<file path="src/rtl/bsc_pkg.sv">
// Shared types, constants and codes for the B-spline curve evaluator.
package bsc_pkg;

    // Field widths fixed by the item format.
    localparam int CMD_W     = 2;
    localparam int SLOT_W    = 7;
    localparam int KNOT_W    = 24;
    localparam int COORD_W   = 32;
    localparam int CFG_W     = 7;
    localparam int CFG_IDX_W = 1;

    // Fixed-point formats: weights are signed Q1.16, spans are knot differences.
    localparam int COEF_W    = 18;
    localparam int DIFF_W    = KNOT_W + 1;
    localparam int DIV_STEPS = 19;
    localparam int DIV_CNT_W = $clog2(DIV_STEPS + 1);

    localparam logic signed [COEF_W-1:0] ONE_Q16 = 18'sh10000;
    localparam logic signed [COEF_W-1:0] W_MAX   = 18'sh1FFFF;
    localparam logic signed [COEF_W-1:0] W_MIN   = 18'sh20000;

    // Defaults for the top-level parameters and the configuration registers.
    localparam int DEF_MAX_POINTS   = 64;
    localparam int DEF_SPLINE_ORDER = 4;
    localparam logic [CFG_W-1:0] RST_POINTS = 7'd4;
    localparam logic [CFG_W-1:0] RST_KNOTS  = 7'd8;

    typedef enum logic [CMD_W-1:0] {
        CMD_KNOT  = 2'd0,
        CMD_POINT = 2'd1,
        CMD_EVAL  = 2'd2
    } t_cmd;

    typedef enum logic [CFG_IDX_W-1:0] {
        REG_POINTS_IN_USE = 1'b0,
        REG_KNOTS_IN_USE  = 1'b1
    } t_cfg_idx;

    typedef enum logic [4:0] {
        S_IDLE,
        S_PT_RD,
        S_SKIP,
        S_INIT_RD,
        S_INIT_CAP,
        S_LV_RD,
        S_LV_CAP_A,
        S_LV_CAP_B,
        S_DIV_A,
        S_MUL_A,
        S_START_B,
        S_DIV_B,
        S_MUL_B,
        S_SUM,
        S_ROT,
        S_ACC_X,
        S_ACC_Y,
        S_ACC_Z,
        S_ACC_END,
        S_NEXT,
        S_FIN
    } t_state;

    // Divider request: signed numerator and denominator spans.
    typedef struct packed {
        logic                     start;
        logic signed [DIFF_W-1:0] num;
        logic signed [DIFF_W-1:0] den;
    } t_div_req;

    // Divider response: one-cycle done pulse and the clamped Q1.16 quotient.
    typedef struct packed {
        logic                     done;
        logic signed [COEF_W-1:0] q;
    } t_div_rsp;

endpackage

</file>
<file path="src/rtl/bsc_div.sv">
// Radix-2 restoring divider producing a clamped signed Q1.16 ratio.
module bsc_div (
    input  logic                i_clk,
    input  logic                i_rst_n,
    input  bsc_pkg::t_div_req   i_req,
    output bsc_pkg::t_div_rsp   o_rsp
);
    import bsc_pkg::*;

    logic                  r_busy;
    logic                  r_done;
    logic [DIV_CNT_W-1:0]  r_cnt;
    logic [KNOT_W-1:0]     r_rem;
    logic [KNOT_W-1:0]     r_d;
    logic [DIV_STEPS-1:0]  r_sh;
    logic [DIV_STEPS-1:0]  r_q;
    logic                  r_neg;
    logic                  r_ovf;
    logic                  r_zero;
    logic signed [COEF_W-1:0] r_res;

    logic [DIFF_W-1:0]     mag_n;
    logic [DIFF_W-1:0]     mag_d;
    logic                  ovf;
    logic [KNOT_W:0]       trial;
    logic [DIV_STEPS-1:0]  neg_q;
    logic signed [COEF_W-1:0] res;

    // Magnitudes of the operands; the quotient sign is applied at the end.
    assign mag_n = i_req.num[DIFF_W-1] ? DIFF_W'(-i_req.num) : DIFF_W'(i_req.num);
    assign mag_d = i_req.den[DIFF_W-1] ? DIFF_W'(-i_req.den) : DIFF_W'(i_req.den);
    // A ratio of 8 or more does not fit the quotient register and is clamped at once.
    assign ovf   = {3'b000, mag_n[KNOT_W-1:0]} >= {mag_d[KNOT_W-1:0], 3'b000};
    assign trial = {r_rem, r_sh[DIV_STEPS-1]};
    assign neg_q = DIV_STEPS'(0) - r_q;

    // Sign and clamp of the finished quotient.
    always_comb begin
        if (r_zero) begin
            res = '0;
        end else if (!r_neg) begin
            res = (r_ovf || r_q > DIV_STEPS'(131071)) ? W_MAX : signed'(r_q[COEF_W-1:0]);
        end else begin
            res = (r_ovf || r_q > DIV_STEPS'(131072)) ? W_MIN : signed'(neg_q[COEF_W-1:0]);
        end
    end

    // Control: one quotient bit per cycle, then a done pulse.
    always_ff @(posedge i_clk) begin
        if (!i_rst_n) begin
            r_busy <= 1'b0;
            r_done <= 1'b0;
            r_cnt  <= '0;
        end else begin
            r_done <= 1'b0;
            if (i_req.start) begin
                r_busy <= 1'b1;
                r_cnt  <= (ovf || i_req.den == '0) ? '0 : DIV_CNT_W'(DIV_STEPS);
            end else if (r_busy) begin
                if (r_cnt == '0) begin
                    r_busy <= 1'b0;
                    r_done <= 1'b1;
                end else begin
                    r_cnt <= r_cnt - 1'b1;
                end
            end
        end
    end

    // Datapath: the upper dividend bits load directly as the first remainder.
    always_ff @(posedge i_clk) begin
        if (i_req.start) begin
            r_rem  <= {3'b000, mag_n[KNOT_W-1:3]};
            r_sh   <= {mag_n[2:0], 16'h0000};
            r_d    <= mag_d[KNOT_W-1:0];
            r_q    <= '0;
            r_neg  <= i_req.num[DIFF_W-1] ^ i_req.den[DIFF_W-1];
            r_ovf  <= ovf;
            r_zero <= (i_req.den == '0);
        end else if (r_busy && r_cnt != '0) begin
            r_sh <= {r_sh[DIV_STEPS-2:0], 1'b0};
            if (trial >= {1'b0, r_d}) begin
                r_rem <= KNOT_W'(trial - {1'b0, r_d});
                r_q   <= {r_q[DIV_STEPS-2:0], 1'b1};
            end else begin
                r_rem <= trial[KNOT_W-1:0];
                r_q   <= {r_q[DIV_STEPS-2:0], 1'b0};
            end
        end
        if (r_busy && r_cnt == '0) begin
            r_res <= res;
        end
    end

    assign o_rsp.done = r_done;
    assign o_rsp.q    = r_res;

endmodule

</file>
<file path="config.mk">
export PLATFORM = sky130hd
export DESIGN_NAME = bsc_div
export DESIGN_NICKNAME = d
export VERILOG_FILES = /design/src/rtl/bsc_pkg.sv /design/src/rtl/bsc_div.sv
export SDC_FILE = /design/constraint.sdc
export NUM_CORES = 1
export LEC_CHECK = 0
export ABC_AREA = 1
export CAP_MARGIN = 20
export CELL_PAD_IN_SITES_DETAIL_PLACEMENT = 1
export CELL_PAD_IN_SITES_GLOBAL_PLACEMENT = 2
export CORE_ASPECT_RATIO = 1.25
export CORE_MARGIN = 2
export CORE_UTILIZATION = 40
export CTS_CLUSTER_SIZE = 24
export DETAILED_ROUTE_END_ITERATION = 12
export DONT_BUFFER_PORTS = 1
export PLACE_DENSITY_LB_ADDON = 0.1
export SYNTH_ARGS = -nofsm -noshare
export SYNTH_HDL_FRONTEND = slang
export SYNTH_SLANG_ARGS = --single-unit
</file>
<file path="constraint.sdc">
create_clock -name i_clk -period 6.5 [get_ports i_clk]
set_clock_uncertainty 0.05 [all_clocks]
set_input_delay 0.975 -clock i_clk [delete_from_list [all_inputs] [get_ports i_clk]]
set_output_delay 0.975 -clock i_clk [all_outputs]
set_load 0.01 [all_outputs]
</file>
# == Word-level counts from Yosys, hierarchy flattened ==
# Index checks and enable logic that the tools add are counted.
# op_classes
n_addsub,5
mul,0
n_div,0
magnitude_cmp,4
eq_ne,1
n_shift,0
muxes,19
bitwise,3
reduce_logical,12
# op_table
op,count
$mux 24,3
$mux 18,3
$neg 24->24,2
$mux 21,2
$mux 19,2
$ge 24x27->1,1
$ge 25x24->1,1
$logic_not 25->1,1
$sub 24x24->24,1
$mux 5,4
$gt 19x17->1 const B,1
$gt 19x18->1 const B,1
$sub 1x18->18 const A,1
$logic_not 5->1,1
$mux 1,5
$reduce_bool 5->1,1
$sub 5x1->5 const B,1
$reduce_bool 2->1,2
$logic_or 1x1->1,3
$reduce_or 3->1,1
$logic_and 1x1->1,2
$ne 2x2->1 const B,1
$not 1->1,2
$reduce_and 2->1,1
$xor 1x1->1,1
# word_totals
ff_bits,98
latchBits,0
ramBits,0
mem_bits_ro,0
input_bits,53
output_inout_bits,19
mem_count,0

# == Logic depth before layout (Yosys ltp) ==
# logic_depth
depth_word,6
ltp_mapped,21

# == Least setup slack after synthesis ==
# Ideal clock, no wire load.
# synth_timing
path_type,input -> register
from,in i_req[25] (netlist name)
to,reg r_cnt[0]
setup_time_ns,0.119
arrival_time_ns,3.194
required_ns,6.331
path_slack_ns,3.136
cell_stages,18
cell_sequence,inv_1 > ha_1 > nand3_1 > nand3b_1 > nor2_1 > nand3_1 > nand2_1 > o21ai_0 > xor2_1 > ha_1 > a21oi_1 > or2_2 > a21boi_0 > nor2_1 > nand2_1 > nand3_1 > nand2_1 > a21oi_1
# synth_via
elab_chain_cells,6
# synth_lines
item,line_no,text
from (decl),bsc_div.sv:5,"input bsc_pkg::t_div_req i_req,"
$neg 24->24,bsc_div.sv:30,assign mag_n = i_req.num[DIFF_W-1] ? DIFF_W'(-i_req.num) : DIFF_W'(i_req.num);
$mux 24 (*),bsc_div.sv:30,
$ge 24x27->1 (*),bsc_div.sv:33,"assign ovf = {3'b000, mag_n[KNOT_W-1:0]} >= {mag_d[KNOT_W-1:0], 3'b000};"
$logic_or 1x1->1 (*),bsc_div.sv:58,r_cnt <= (ovf || i_req.den == '0) ? '0 : DIV_CNT_W'(DIV_STEPS);
$mux 5 (*),bsc_div.sv:58,
$mux 5 (*),bsc_div.sv:56,if (i_req.start) begin
to (signal assigned),bsc_div.sv:58,
to (signal assigned),bsc_div.sv:64,r_cnt <= r_cnt - 1'b1;
to (decl),bsc_div.sv:12,logic [DIV_CNT_W-1:0] r_cnt;
# Every way passes the cells marked *; elsewhere a longest branch is shown, timed or not.
# A chain may end at the register's enable or synchronous reset.

# == Final worst setup path ==
# layout_timing
from,in i_req[25] (netlist name)
to,reg r_cnt[1]
# The elaborated chain is that of the path after synthesis.

==> out/metrics.csv <==
metric;value;unit
ir_worst_vdd;134;uV
required;6700;ps
cts_buffers;9;
place_area;8100;sq um
synthCells;1112;
synth_top_family_by_area;simple AND/OR/NAND/NOR gates;
synth-seq-cells;98;
synth-compound-area-share;11.0;%
power_leakage;3.93;nW
fmax;0.295;GHz
startpoint_type;primary input;
placementRows;57;
die_w;129;microns
rsz0062_at_grt;no;
status;completed;
synth_area_leader_cell;edfxtp_1;
synth_most_common_cell;nand2_1;
fin_nets;1208;
final_cell_area;8410;sq um
setup_violations;0;
regArea;2650;sq um
cts_tree;built;
p_per_area;256;nW/um^2
synthMuxAreaShare;0;%
core;19300;sq um
finalWirelength;23600;microns
synth_seq_area_share;33.7;%
vias_per_cell;5.17;
synth_xor_area_share;6.68;%
die_h;161;microns
crit_type;in -> reg;
worst_pin_slew;883;ps
synthArstFlopShare;0;%
initial_core_util;40.7;%
crit_path_max_fanout;4;
period_share;52.1;%
slew-limit-headroom;40.9;%
syn_area_per_cell;7.07;sq um
clk_pin_slew;70;ps
route.detailed.drc;0;
cp_top_family;simple AND/OR/NAND/NOR gates;
holdWs;422;ps
routedWlPerCell;17.2;microns
grt_usage;23.9;%
grt_pass1_wl;38800;microns
drv_cap;0;
ys.flop_type;edfxtp_1;
hp-class;reg -> reg;
multi_input_area;4400;sq um
grt_pass1_vias;7424;
cts_sinks;98;
grt_remaining_overflow;0;
drt_iter0_drc;359;
ys_warn_count;0;
cts_root_buffer;clkbuf_16;
synth_nets;1217;
yosysTopAreaCellShare;26.4;%
synth_adder_area_share;8.37;%
synth_common_cells;nand2_1 (273), inv_1 (171), nor2_1 (107);
synth_cell_types;48;
io_buffers;0;
routabilityCongestion;0.871;
grt_start_max_net_pins;66;
syn-cell-area;7860;sq um
diodes;0;
slowest_delay;310;ps
clock_tree.buffer_depth;2;
hpwlAfterDp;19400;microns
ys_top_cells_by_area;edfxtp_1 (26%), nand2_1 (13%), inv_1 (8.2%), ha_1 (8.1%), dfxtp_1 (7.4%);
nFillCells;2478;
synth_edf_count;69;
path_common_cell;nand2_1;
antenna_left;0;
instances_no_fill;1373;
final_layout_size_suffix_gt1_share;4.96;%
syn2layout_area_growth;7.03;%
tns;0;ps
arrival;3590;ps
slew_violations;0;
layout_min_cycle_time;3390;ps
slowest_stage;ha_1;
htree_levels;3;
cts_hold_buf;0;
synth-simple-area-share;29.9;%
io_pins;72;
ctsResizeCount;0;
finish.utilization;43.5;%
dpl.cell_count;1357;
die-area;20800;sq um
worst_setup_path_end_kind;flip-flop;
clock_latency;360;ps
drt_first_pass_iters;6;
vias;7104;
antenna_found_initial;0;
path_cells;inv_1, ha_1, nand3_1, nand3b_1, nor2_1, nand3_1, nand2_1, o21ai_0, xor2_1, ha_1, nand2_1, nor2_1, nand2_1, nor2_1, nand4_1, nand2_1, nor2_1, nand2_1, nand3_1, nand2_1, a21oi_1;
finalHoldViolCount;0;
post_cts_buffers;0;
path_buf_inv;1;
==> where the power goes <==
group	switching, mW	leakage [nW]	internal, mW
Sequential	0.0365	0.910	0.744
Combinational	0.529	2.87	0.267
Clock	0.268	0.155	0.309
==> worst register-to-register path, cell delays in order, from the launching register on <==
cell and delay, ps:
edfxtp_1 390, inv_1 130, ha_1 310, nand2_2 150
inv_2 50, a21oi_2 170, nand3_2 190, nand2_1 120
inv_2 50, nor2_4 110, nand2_2 510, o21ai_0 580
o21ai_1 90
==> layout make-up <==
| type | instances | share of cell area [%] |
|---|---|---|
| multi-input combinational | 805 | 52.2 |
| inverter | 187 | 8.34 |
| clock buffer | 9 | 2.68 |
| tap | 265 | 3.94 |
| clock inverter | 7 | 1.10 |
| sequential | 98 | 31.5 |
| timing repair buffer | 2 | 0.178 |
==> metrics by stage <==
| stage | power, mW | setup slack [ps] |
|---|---|---|
| 6_report | 2.15 | 3110 |
| 5_1_grt | 2.31 | 2750 |
| 4_1_cts | 2.17 | 3070 |
| 3_5_place_dp | 1.59 | 2700 |
| 3_3_place_gp | 1.58 | 2780 |
| 2_1_floorplan | 1.39 | 3140 |
==> registers in the layout (all words and copies together) (netlist names) <==
name    count
r_d        24
r_rem      24
r_q        19
r_res      18
r_cnt       5
r_sh        3
r_busy      1
r_done      1
r_neg       1
r_ovf       1
r_zero      1
==> worst paths after layout <==
check	from	endpoint	slack, ps	cells past startpoint
worst max-delay path	i_req[25]	r_cnt[1]	3110	21
worst min-delay path	r_busy	r_done	420	2
worst max register to register	r_d[7]	r_rem[7]	3360	12
worst min register to register	r_busy	r_done	420	2
==> cell families after synthesis <==
group                      Yosys count
xor gates and xnor gates            60
DFF                                 98
and+or+nand+nor                    539
buffers and inverters              209
adders and majority gates           52
AOI/OAI and AO/OA                  154
==> metal layers <==
metal / up-vias / wire (microns) / part of all wire, % / global-route usage (%)
met2: 108 / 11400 / 48 / 40.5
met1: 3347 / 10900 / 46 / 31.6
met5: - / 0 / 0 / 0
li1: 3623 / - / - / -
met3: 26 / 670 / 2.8 / 2.76
met4: 0 / 678 / 2.9 / 8.15
==> cell usage in the layout, fill, tap and decap left out, types with 18 or more instances in the layout <==
cell type / synthesis / final
inv_1: 171 / 171
nand3_1: 70 / 70
nor2_1: 107 / 107
ha_1: 51 / 51
xor2_1: 48 / 48
o21ai_0: 49 / 49
nand2_1: 273 / 273
a21oi_1: 50 / 50
dfxtp_1: 29 / 29
o22ai_1: 18 / 18
edfxtp_1: 69 / 69
nand4_1: 33 / 33
No activity file was read; power rests on OpenSTA's default activity.
